`src/design/sdds_pkg.sv`:
```
package sdds_pkg;
  localparam int HIST_DEPTH = 128;
  localparam int HIST_AW    = 7;
  localparam int DESC_BYTES = 32;
  localparam int DESC_W     = 256;
  localparam int COST_W     = 13;
  localparam int DISP_W     = 7;
  localparam int COL_W      = 10;
  localparam logic [DISP_W-1:0] MAXD_RESET = 7'd112;
  localparam logic [0:0] REG_MAX_DISP = 1'b0;

  typedef struct packed {
    logic              vld;
    logic              last;
    logic              rv;
    logic [DISP_W-1:0] d;
  } tag_t;

  typedef enum logic [1:0] {S_IDLE, S_SCAN, S_WAIT} state_t;
endpackage

```
`src/design/sdds_cell.sv`:
```
// One byte lane of the cost chain: adds |left - right| for its byte and
// hands the partial sum, tag and right descriptor to the next cell.
module sdds_cell (
  input  logic                        clk,
  input  logic                        rst_n,
  input  logic [7:0]                  lbyte,
  input  logic [7:0]                  rbyte,
  input  sdds_pkg::tag_t              tag_in,
  input  logic [sdds_pkg::DESC_W-1:0] right_in,
  input  logic [sdds_pkg::COST_W-1:0] sum_in,
  output sdds_pkg::tag_t              tag_r,
  output logic [sdds_pkg::DESC_W-1:0] right_r,
  output logic [sdds_pkg::COST_W-1:0] sum_r
);
  import sdds_pkg::*;

  logic [7:0] diff;

  assign diff = (lbyte > rbyte) ? (lbyte - rbyte) : (rbyte - lbyte);

  always_ff @(posedge clk) begin
    if (!rst_n) begin
      tag_r <= '0;
    end else begin
      tag_r <= tag_in;
    end
  end

  always_ff @(posedge clk) begin
    right_r <= right_in;
    sum_r   <= sum_in + {{(COST_W-8){1'b0}}, diff};
  end
endmodule

```
`config.mk`:
```
export PLATFORM = sky130hd
export DESIGN_NAME = sdds_cell
export DESIGN_NICKNAME = d
export VERILOG_FILES = /design/src/design/sdds_pkg.sv /design/src/design/sdds_cell.sv
export SDC_FILE = /design/constraint.sdc
export NUM_CORES = 1
export LEC_CHECK = 0
export BUFFER_PORTS_ARGS = -buffer_cell sky130_fd_sc_hd__buf_2
export CELL_PAD_IN_SITES_DETAIL_PLACEMENT = 0
export CELL_PAD_IN_SITES_GLOBAL_PLACEMENT = 1
export CORE_AREA = 2 2 224 226
export DETAILED_ROUTE_END_ITERATION = 6
export DIE_AREA = 0 0 226 228
export HOLD_SLACK_MARGIN = 0.08
export PLACE_DENSITY = 0.56
export SYNTH_ARGS = -nofsm -noshare
export SYNTH_HDL_FRONTEND = slang
export SYNTH_SLANG_ARGS = --single-unit
```
`constraint.sdc`:
```
create_clock -name clk -period 3.1 [get_ports clk]
set_input_delay 0.155 -clock clk [delete_from_list [all_inputs] [get_ports clk]]
set_output_delay 0.155 -clock clk [all_outputs]
set_load 0.005 [all_outputs]
```
Yosys cells after proc, flatten, opt, wreduce, memory -nomap -nowiden --
Index checks and enable logic that the tools add are counted.
Storage, ports and cells: flip-flop bits (word level) 279
Cells by class: $add $sub $neg 3, $lt $le $gt $ge 1, multiplexer cells 1
Operators with widths (count):
- 8-bit subtractor | 2
- 13-bit by 8-bit adder with 13-bit output | 1
- 8-bit greater-than comparator | 1
- 8-bit two-way mux | 1

Depth between registers and ports, before layout --
Gate-level depths: netlist (run 1).
depth after elaboration 3, depth in mapped cells 16

Least setup slack after synthesis (run 1) --
No wires, ideal clock.
path kind in2reg, start input lbyte[0], end register sum_r[11] (netlist bit), setup time 121 ps, data arrival time 3039 ps, setup slack -60 ps, stages on the path 14, path buffers 0, path through inv_1 -> ha_1 -> inv_1 -> fa_1 -> nand3_1 -> a21oi_2 -> nor3_1 -> mux2_2 -> o221ai_1 -> ha_1 -> and3_1 -> a2111oi_0 -> nor2_1 -> xor2_1
Between the ends: longest elaborated chain between the ends 3, elaborated cells between the ends (all ways) 5
Ends and longest elaborated chain:
- from (decl) | line sdds_cell.sv:6 | input logic [7:0] lbyte,
- 8-bit subtractor / 8-bit greater-than comparator (equally long branches) | line sdds_cell.sv:19 | assign diff = (lbyte > rbyte) ? (lbyte - rbyte) : (rbyte - lbyte);
- 8-bit two-way mux (*) | line sdds_cell.sv:19
- 13-bit by 8-bit adder with 13-bit output (*) | line sdds_cell.sv:31 | sum_r <= sum_in + {{(COST_W-8){1'b0}}, diff};
- to (signal assigned) | line sdds_cell.sv:31
- to (decl) | line sdds_cell.sv:13 | output logic [sdds_pkg::COST_W-1:0] sum_r
Mark *: on every way between the ends. The rest lies on a longest branch, timed or not. A chain may end at the register's enable or synchronous reset.

Worst setup path after layout (run 1) --
Same ends and word-level chain as after synthesis.

==> key figures, run 1 <==
Global routing
  • Layer with the highest usage: met2
  • GR Overflow Total: 0
  • First-pass GRT wire length: 43740 um
  • Met2 usage: 20.62%
  • M3 GR Usage: 3.800%
  • Vias in the first global route: 7491
  • Initial antenna violation count: 3
  • Largest net degree at the start of global routing: 15
  • Met1 Usage GRT: 11.09%
  • Tot GR Track Use: 11.31%

Worst setup path
  • CP required: 3550 ps
  • Crit. End Element: flop
  • CP startpoint kind: input pin
  • Worst EP arrival: 3300 ps
  • Max stage delay on crit path: 450 ps
  • Crit path max fanout: 4
  • Worst-path cell chain: buf_2 > inv_1 > ha_1 > inv_1 > fa_1 > nand3_1 > a21oi_2 > nor3_2 > mux2_2 > o221ai_1 > ha_1 > and3_1 > a2111oi_1 > buf_4 > nor2_1 > xor2_1
  • CP max-delay cell: a2111oi_1
  • CP Class: input pin to flop

Synthesis
  • Post-synth EDFFs: 0
  • FF+latch count, synth: 279
  • Post-synth top flop: dfxtp_1
  • Netlist area before placement: 0.006835 mm2
  • Sequential share of the synthesized area: 81.71%
  • YS warnings: 0
  • Mapped Nets: 768
  • Synthesized instance count: 445
  • Avg Inst Size Synth: 15.36 um2
  • Distinct cells, synth: 40
  • Async SR Flop Fraction: 0%

Timing
  • Setup ws final: 251.0 ps
  • Fin crit period: 2849 ps
  • Maximum clock rate: 0.3510 GHz
  • Slew HR: 73.49%
  • Slew at the pin closest to its max-slew limit: 396.6 ps
  • Fin crit share: 91.90%
  • Final hold vios: 0
  • RSZ-0062 raised after global routing: no
  • Max Slew Vio Count: 0
  • Final setup viols: 0

Pwr
  • Switching Share: 23.68%
  • Combinational share of power: 15.1%
  • Largest vdd supply drop: 0.4061 mV
  • Power density relative to cell area: 610.2 mW/mm2
  • Clk pwr share: 41.7%
  • P_sw: 2.138 mW
  • Seq pwr share: 43.2%
  • Int Power: 6.889 mW
  • P_leak: 7.170 nW

Floorplan
  • Starting density of the core: 13.85%
  • Die H: 228 um
  • Die span in x: 226 um
  • Die area: 0.05153 mm2
  • Total core area: 0.04935 mm2
  • # rows: 82
  • # IOs: 576

Drt
  • DR pass1 iterations: 4
  • Routed wire length: 31070 um
  • Drt wl/cell: 14.97 um
  • 1st-iter DRT viols: 114
  • # DRC: 0
  • Number of antenna-violating nets in the routed design: 0
  • Vias: 6903
  • Via/cell ratio: 3.325

Placed design
  • GP Congestion: 0.8352
  • Port bufs: 575
  • DP Worst Slack: -419.0 ps
  • Dpl hpwl: 22990 um

CTS
  • Clock root cell: clkbuf_16
  • CTS tree: built
  • # H-tree levels: 1
  • Clk sinks: 279
  • CTS Buf Count: 30
  • Clock Tree Buf Depth: 3
  • Clk slew on worst S/H paths: 60 ps

Status
  • Status: finished, final reports clean

Layout
  • Fill cells: 5003
  • Share of cells above drive strength 1: 48.93%
  • Final Util: 29.98%
  • Area grow syn2layout: 116.4%
  • Most common cell after layout, fill and taps aside: buf_2
  • Most frequent cells in the layout: buf_2 (575), dlygate4sd3_1 (285), dfxtp_1 (279)
  • ANT cells: 0
  • Final net count: 1705

Min path
  • Hold Path Class: input pin to flop

Run
  • Number of max-cap violations: 0
sequential cells by signal (all words and copies together) (netlist names):
signal / count
tag_r: 10
right_r: 256
sum_r: 13
routing by layer:
metal | routed length [um] | part of all wire [%]
met5 | 21 | 0.068
met4 | 1741 | 5.6
met3 | 2723 | 8.8
met2 | 15480 | 50
met1 | 11110 | 36
area by class of cell:
cell class | instances | area [um2] | share of cell area [%]
timing repair buffer | 910 | 6106 | 41.28
multi-input combinational | 138 | 1124 | 7.595
tap | 672 | 840.8 | 5.684
sequential | 279 | 5585 | 37.76
clock inverter | 15 | 205.2 | 1.387
inverter | 23 | 86.33 | 0.5836
clock buffer | 39 | 845.8 | 5.718
power by group through the flow:
stage / Combinational [mW] / Clock (mW) / Sequential, mW
finish: 1.36 / 3.77 / 3.90
floorplan: 0.313 / 0 / 4.01
detailed placement: 1.07 / 0 / 3.98
CTS: 1.37 / 3.90 / 3.90
global placement: 1.07 / 0 / 3.98
global route: 1.48 / 4.07 / 3.92
cells by family (layout without fill, tap and decap cells):
group                      after synthesis  after routing  share of synthesized area (%)
adders and majority gates               26             26                          5.089
muxes                                    9              9                          1.629
and+or+nand+nor                         48             48                          3.551
buffers and inverters                   28            987                          1.940
DFF                                    279            279                          81.71
xor gates and xnor gates                12             12                          1.538
AOI/OAI and AO/OA                       43             43                          4.540
what timing repair did:
action                     4_1_cts  5_1_grt
gates resized for setup          0        1
setup endpoints to repair        0        2
setup buffers                    0        0
hold buffers                   285        0
hold endpoints to repair       275        0
cell usage after synthesis, types with 3 or more instances:
master,count,area (um2)
ha_1,23,287.8
dfxtp_1,279,5585
nor2_1,11,41.29
mux2_2,3,33.78
a31oi_1,4,25.02
nand3_1,5,25.02
xnor2_1,7,61.31
mux2i_1,4,40.04
and2_1,10,62.56
inv_1,23,86.33
xor2_1,5,43.79
buf_6,3,33.78
nand2_1,11,41.29
a211oi_1,3,22.52
a21oi_1,7,35.03
o21a_1,3,22.52
o21ai_0,9,45.04
fa_1,3,60.06
critical path: cells and delay by family:
family | cells | cell delay, ps
adders and majority gates | 3 | 840
and+or+nand+nor | 4 | 660
xor gates and xnor gates | 1 | 140
buffers and inverters | 4 | 400
AOI/OAI and AO/OA | 3 | 720
muxes | 1 | 380
path summary, 6_finish.rpt:
path	startpoint	end	slack [ps]	cells past startpoint
max	lbyte[0]	sum_r[11]	250	16
min	sum_in[7]	sum_r[7]	110	4
through the flow:
stage / hold WS [ps] / cell area (um2) / TNS, ps / total power [mW] / instances
floorplan: 182.7 / 6840 / 0 / 4.321 / 445
global placement: 258.2 / 10890 / -1659 / 5.043 / 1737
detailed placement: 258.6 / 10890 / -1724 / 5.044 / 1737
CTS: 82.63 / 14790 / 0 / 9.166 / 2076
global route: 113.3 / 14790 / 0 / 9.470 / 2076
finish: 114.5 / 14790 / 0 / 9.027 / 2076
No activity file was read; power rests on OpenSTA's default activity.
==> run 2, diff against run 1 <==
--- a/config.mk
+++ b/config.mk
@@ -6,7 +6,7 @@
 export NUM_CORES = 1
 export LEC_CHECK = 0
 export BUFFER_PORTS_ARGS = -buffer_cell sky130_fd_sc_hd__buf_2
-export CELL_PAD_IN_SITES_DETAIL_PLACEMENT = 0
+export CELL_PAD_IN_SITES_DETAIL_PLACEMENT = 1
 export CELL_PAD_IN_SITES_GLOBAL_PLACEMENT = 1
 export CORE_AREA = 2 2 224 226
 export DETAILED_ROUTE_END_ITERATION = 6
==> run 2 against run 1 <==
Against the previous run: utilization about the same; first-iteration DRC count increased by 72%; final cell count up 0.24%; critical path depth is the same; sequential share of layout area barely moved; clock-buffer cell count is 2 higher; die area is the same; maximum frequency shrank 0.57%; sequential cell count is the same; combinational power is essentially flat; highest routed layer unchanged.
==> key figures, run 2 (synthesis results as in run 1) <==
Worst setup path
  • Crit. End Element: flop
  • Worst-path cell chain: buf_2 > inv_1 > ha_1 > inv_1 > fa_1 > nand3_1 > a21oi_2 > nor3_2 > mux2_2 > o221ai_1 > ha_1 > and3_1 > a2111oi_1 > buf_4 > nor2_1 > xor2_1
  • CP startpoint kind: input pin
  • CP required: 3560 ps (about the same)
  • CP Class: input pin to flop
  • Max stage delay on crit path: 450 ps (about the same)
  • Crit path max fanout: 4 (unchanged)
  • CP max-delay cell: a2111oi_1
  • Worst EP arrival: 3330 ps (+30 ps)

Drt
  • Top sig layer: met5
  • DR pass1 iterations: 4 (unchanged)
  • 1st-iter DRT viols: 196 (+72%)
  • Number of antenna-violating nets in the routed design: 0 (unchanged)
  • DR WL met2: 18540 um (+20%)
  • Drt wl/cell: 16.79 um (+12%)
  • Met3 wire len: 2796 um (+2.7%)
  • # DRC: 0 (unchanged)
  • WL met1: 11970 um (+7.7%)
  • Via/cell ratio: 3.356 (+0.92%)
  • Vias: 6983 (+1.2%)
  • Routed wire length: 34940 um (+12%)

CTS
  • Postcts setup bufs: 0 (unchanged)
  • Clk slew on worst S/H paths: 60 ps (about the same)
  • # H-tree levels: 1 (unchanged)
  • CTS tree: built
  • Clock Tree Buf Depth: 3 (unchanged)
  • Clk sinks: 279 (unchanged)
  • CTS Buf Count: 31 (+3.3%)
  • Clock root cell: clkbuf_16

Timing
  • Final setup viols: 0 (unchanged)
  • Fin crit share: 92.43% (+0.53 points)
  • TNS Setup: 0 ps (unchanged)
  • Setup ws final: 234.6 ps (-16.44 ps)
  • Slew at the pin closest to its max-slew limit: 432.8 ps (+36.22 ps)
  • Max Slew Vio Count: 0 (unchanged)
  • Slew HR: 70.40% (-3.1 points)
  • RSZ-0062 raised after global routing: no
  • Hold WS: 141.9 ps (+27.43 ps)
  • Maximum clock rate: 0.3490 GHz (-0.57%)
  • Fin crit period: 2865 ps (+16.44 ps)
  • Final hold vios: 0 (unchanged)

Floorplan
  • Die span in x: 226 um (unchanged)
  • Die area: 0.05153 mm2 (unchanged)
  • Die H: 228 um (unchanged)
  • Starting density of the core: 13.85% (unchanged)
  • # rows: 82 (unchanged)
  • Total core area: 0.04935 mm2 (unchanged)
  • # IOs: 576 (unchanged)

Run
  • Number of max-cap violations: 0 (unchanged)

Layout
  • Fill cells: 5610 (+12%)
  • Area grow syn2layout: 116.7%
  • Largest registers: right_r (256), sum_r (13), tag_r (10)
  • Post-route cell area: 0.01481 mm2 (+0.11%)
  • Largest Register: right_r
  • Max reg flops: 256 (unchanged)
  • Most frequent cells in the layout: buf_2 (575), dlygate4sd3_1 (287), dfxtp_1 (279)
  • Final Util: 30.01% (+0.033 points)
  • Most common cell after layout, fill and taps aside: buf_2
  • Layout Cells excl Fill: 2081 (+0.24%)
  • Final net count: 1708 (+0.18%)
  • Share of cells above drive strength 1: 48.79% (-0.14 points)

Placed design
  • Dpl hpwl: 24430 um (+6.2%)
  • Port bufs: 575 (unchanged)
  • Placed instance area: 0.01089 mm2 (unchanged)
  • Post-Place Cells: 1737 (unchanged)
  • GP Congestion: 0.8352 (unchanged)
  • DP Worst Slack: -447.4 ps (-28.33 ps)

Pwr
  • Design Power: 9.039 mW (+0.14%)
  • Largest vdd supply drop: 0.3806 mV (-6.3%)
  • P_leak: 7.183 nW (+0.19%)
  • Power density relative to cell area: 610.4 mW/mm2 (about the same)

Global routing
  • Largest net degree at the start of global routing: 17 (+2)
  • Tot GR Track Use: 12.89% (+1.6 points)
  • GR Overflow Total: 0 (unchanged)
  • First-pass GRT wire length: 49670 um (+14%)
  • Initial antenna violation count: 6 (+3)
  • Vias in the first global route: 7974 (+6.4%)

Min path
  • Hold Path Class: input pin to flop

Status
  • Status: finished, final reports clean
-- run 2: cell count changes in the layout (fill, tap and decap cells not counted), sizes merged --
cell         previous run  this run
diode                   0         1
bufinv                  4         3
inv                    24        27
clkinvlp                5         3
dlygate4sd3           285       287
clkbuf                 39        41
-- run 2: critical path: cells and delay by family --
kind	cells	cell delay, ps
xor+xnor	1	140
fa+ha+maj	3	860
simple gates	4	680
compound gates	3	720
mux	1	380
buf+inv	4	400
-- run 2: timing repair --
action | 4_1_cts | 5_1_grt
hold buffers | 287 | 0
gates resized for setup | 0 | 1
hold endpoints to repair | 277 | 0
setup endpoints to repair | 0 | 2
-- run 2: path summary, 6_finish.rpt --
kind,from,endpoint,cells past startpoint
max,lbyte[0],sum_r[11],16
min,sum_in[3],sum_r[3],5
-- run 2: final cells by class --
cell class              instances  area (um2)  area share, %
clock buffers                  41       853.3          5.762
multi-input cells             138        1124          7.587
diodes                          1       2.502        0.01690
inverters                      23       86.33         0.5830
repair buffers                912        6126          41.37
clock inverters                15       191.4          1.293
flip-flops and latches        279        5585          37.72
well taps                     672       840.8          5.678
-- run 2: report_power, final --
group	total [mW]	switching, mW	internal (mW)
registers	3.91	0.0754	3.83
logic	1.38	0.579	0.801
clock network	3.75	1.55	2.20
total	9.04	2.20	6.84
-- run 2: metal layers --
metal  GRT usage, %  vias up
met5              0        -
met4          5.567        8
met3          4.225       69
met2          24.85      319
met1          12.24     3255
li1               -     3332
==> run 3, diff against run 2 <==
--- a/config.mk
+++ b/config.mk
@@ -8,11 +8,12 @@
 export BUFFER_PORTS_ARGS = -buffer_cell sky130_fd_sc_hd__buf_2
 export CELL_PAD_IN_SITES_DETAIL_PLACEMENT = 1
 export CELL_PAD_IN_SITES_GLOBAL_PLACEMENT = 1
-export CORE_AREA = 2 2 224 226
+export CORE_AREA = 2 2 221 223
+export CTS_BUF_LIST = sky130_fd_sc_hd__clkbuf_2 sky130_fd_sc_hd__clkbuf_4 sky130_fd_sc_hd__clkbuf_8
 export DETAILED_ROUTE_END_ITERATION = 6
-export DIE_AREA = 0 0 226 228
+export DIE_AREA = 0 0 223 225
 export HOLD_SLACK_MARGIN = 0.08
-export PLACE_DENSITY = 0.56
+export PLACE_DENSITY = 0.57
 export SYNTH_ARGS = -nofsm -noshare
 export SYNTH_HDL_FRONTEND = slang
 export SYNTH_SLANG_ARGS = --single-unit
==> run 3 against run 2 <==
Against the previous run: wire length increased by 9.6%; setup slack improved by 16 ps; clock power rose by 1%; global-route usage is 1.9 points higher; worst hold slack improved by 8.7 ps; power increased by 0.65%; first-iteration DRC count shrank 14%; clock-buffer cell count rose by 31; combinational power barely moved; critical path type unchanged; critical endpoint is now sum_r[9].
==> key figures, run 3 (synthesis results as in run 1) <==
Floorplan
  • Die area: 0.05018 mm2 (-2.6%)
  • # rows: 80 (-2.4%)
  • Die span in x: 223 um (-1.3%)
  • Total core area: 0.04755 mm2 (-3.7%)
  • # IOs: 576 (unchanged)
  • Starting density of the core: 14.38% (+0.53 points)
  • Die H: 225 um (-1.3%)

Layout
  • Most frequent cells in the layout: buf_2 (575), dlygate4sd3_1 (287), dfxtp_1 (279)
  • Most common cell after layout, fill and taps aside: buf_2
  • Final net count: 1728 (+1.2%)
  • Area grow syn2layout: 116.4%
  • Layout Cells excl Fill: 2056 (-1.2%)
  • Share of cells above drive strength 1: 50.35% (+1.6 points)
  • Final Util: 31.12% (+1.1 points)
  • Max reg flops: 256 (unchanged)
  • Largest Register: right_r
  • Largest registers: right_r (256), sum_r (13), tag_r (10)

Worst setup path
  • CP Class: input pin to flop
  • CP required: 3600 ps (+40 ps)
  • Crit. End Element: flop
  • CP startpoint kind: input pin
  • Worst EP arrival: 3350 ps (+20 ps)
  • Crit path max fanout: 7 (+3)

Timing
  • RSZ-0062 raised after global routing: no
  • Slew HR: 70.99% (+0.59 points)
  • Maximum clock rate: 0.3509 GHz (+0.56%)
  • Fin crit share: 91.92% (-0.51 points)
  • TNS Setup: 0 ps (unchanged)
  • Setup ws final: 250.5 ps (+15.89 ps)
  • Final hold vios: 0 (unchanged)
  • Fin crit period: 2850 ps (-15.89 ps)
  • Max Slew Vio Count: 0 (unchanged)
  • Final setup viols: 0 (unchanged)
  • Slew at the pin closest to its max-slew limit: 424.2 ps (-8.602 ps)

Placed design
  • GP Congestion: 0.7300 (-13%)
  • DP Worst Slack: -422.6 ps (+24.75 ps)
  • Post-Place Cells: 1681 (-3.2%)
  • Port bufs: 575 (unchanged)
  • Dpl hpwl: 26890 um (+10%)

CTS
  • CTS Buf Count: 50 (+61%)
  • Clock root cell: clkbuf_8
  • Clock Tree Buf Depth: 3 (unchanged)
  • Clk slew on worst S/H paths: 60 ps (about the same)
  • Post-CTS resize count: 0 (unchanged)
  • CTS tree: built
  • # H-tree levels: 2 (+1)
  • Clk sinks: 279 (unchanged)

Global routing
  • Initial antenna violation count: 3 (-3)
  • Largest net degree at the start of global routing: 16 (-1)
  • Vias in the first global route: 8373 (+5.0%)
  • First-pass GRT wire length: 54360 um (+9.4%)
  • Tot GR Track Use: 14.75% (+1.9 points)
  • GR Overflow Total: 0 (unchanged)

Status
  • Status: finished, final reports clean

Drt
  • 1st-iter DRT viols: 168 (-14%)
  • Vias: 7176 (+2.8%)
  • Routed wire length: 38280 um (+9.6%)
  • Via/cell ratio: 3.490 (+4.0%)
  • Number of antenna-violating nets in the routed design: 0 (unchanged)
  • Drt wl/cell: 18.62 um (+11%)
  • # DRC: 0 (unchanged)
  • DR pass1 iterations: 4 (unchanged)

Min path
  • Hold Path Class: input pin to flop

Pwr
  • P_leak: 7.262 nW (+1.1%)
  • Power density relative to cell area: 615.0 mW/mm2 (+0.76%)
  • Design Power: 9.098 mW (+0.65%)
  • Largest vdd supply drop: 0.3331 mV (-12%)

Run
  • Number of max-cap violations: 0 (unchanged)
==> run 3: cell types whose count changed in the layout (fill, tap and decap cells not counted), sizes merged <==
| cell | change |
|---|---|
| buf | +1 |
| clkinvlp | -2 |
| clkbuf | +31 |
| inv | -2 |
| clkinv | +4 |
==> run 3: area by class of cell <==
| cell class | instances | area [um2] |
|---|---|---|
| well taps | 615 | 769.5 |
| clock buffers | 72 | 915.9 |
| repair buffers | 913 | 6133 |
| multi-input cells | 138 | 1122 |
| clock inverters | 15 | 178.9 |
| inverters | 23 | 86.33 |
| fillers | 5447 | 32750 |
| diodes | 1 | 2.502 |
| flip-flops and latches | 279 | 5585 |
==> run 3: worst paths after layout <==
check,start,endpoint,slack [ps],depth (start not counted)
worst min-delay path,sum_in[3],sum_r[3],150,5
worst max-delay path,lbyte[0],sum_r[9],250,18
==> run 3: metal layers <==
layer  routed length [um]  part of all wire, %  GRT usage, %
met1                13050                   34         14.25
met5                   27                0.071             0
met3                 2425                  6.3         4.172
met4                 2554                  6.7         10.11
met2                20230                   53         27.24
==> run 3: through the flow <==
stage	area (um2)	hold WS, ps
finish	14790	150.6
global route	14790	121.7
CTS	14790	85.98
detailed placement	10820	258.9
global placement	10820	257.1
floorplan	6840	182.7
==> run 3: worst max-delay path: stages <==
cell       delay (ps)
buf_2             110
inv_1              50
ha_1              160
inv_1              50
fa_1              380
nand3_1           120
a21oi_2            80
o31a_1            420
buf_4             190
mux2i_1           160
xnor2_1           140
ha_1              270
nand2_1            70
o21ai_0           140
a2111oi_0         460
buf_4             190
nor2_1             50
xor2_1            140
==> run 3: what timing repair did <==
| action | CTS | global route |
|---|---|---|
| buffers inserted | 0 | 0 |
| hold endpoints to repair | 277 | 0 |
| endpoints found under the setup margin | 0 | 0 |
| hold buffers | 287 | 0 |
==> run 3: power breakdown <==
part           total, mW  switching (mW)  internal [mW]
clock network       3.79            1.63           2.16
registers           3.92          0.0819           3.83
logic               1.39           0.587          0.803
total               9.10            2.30           6.80
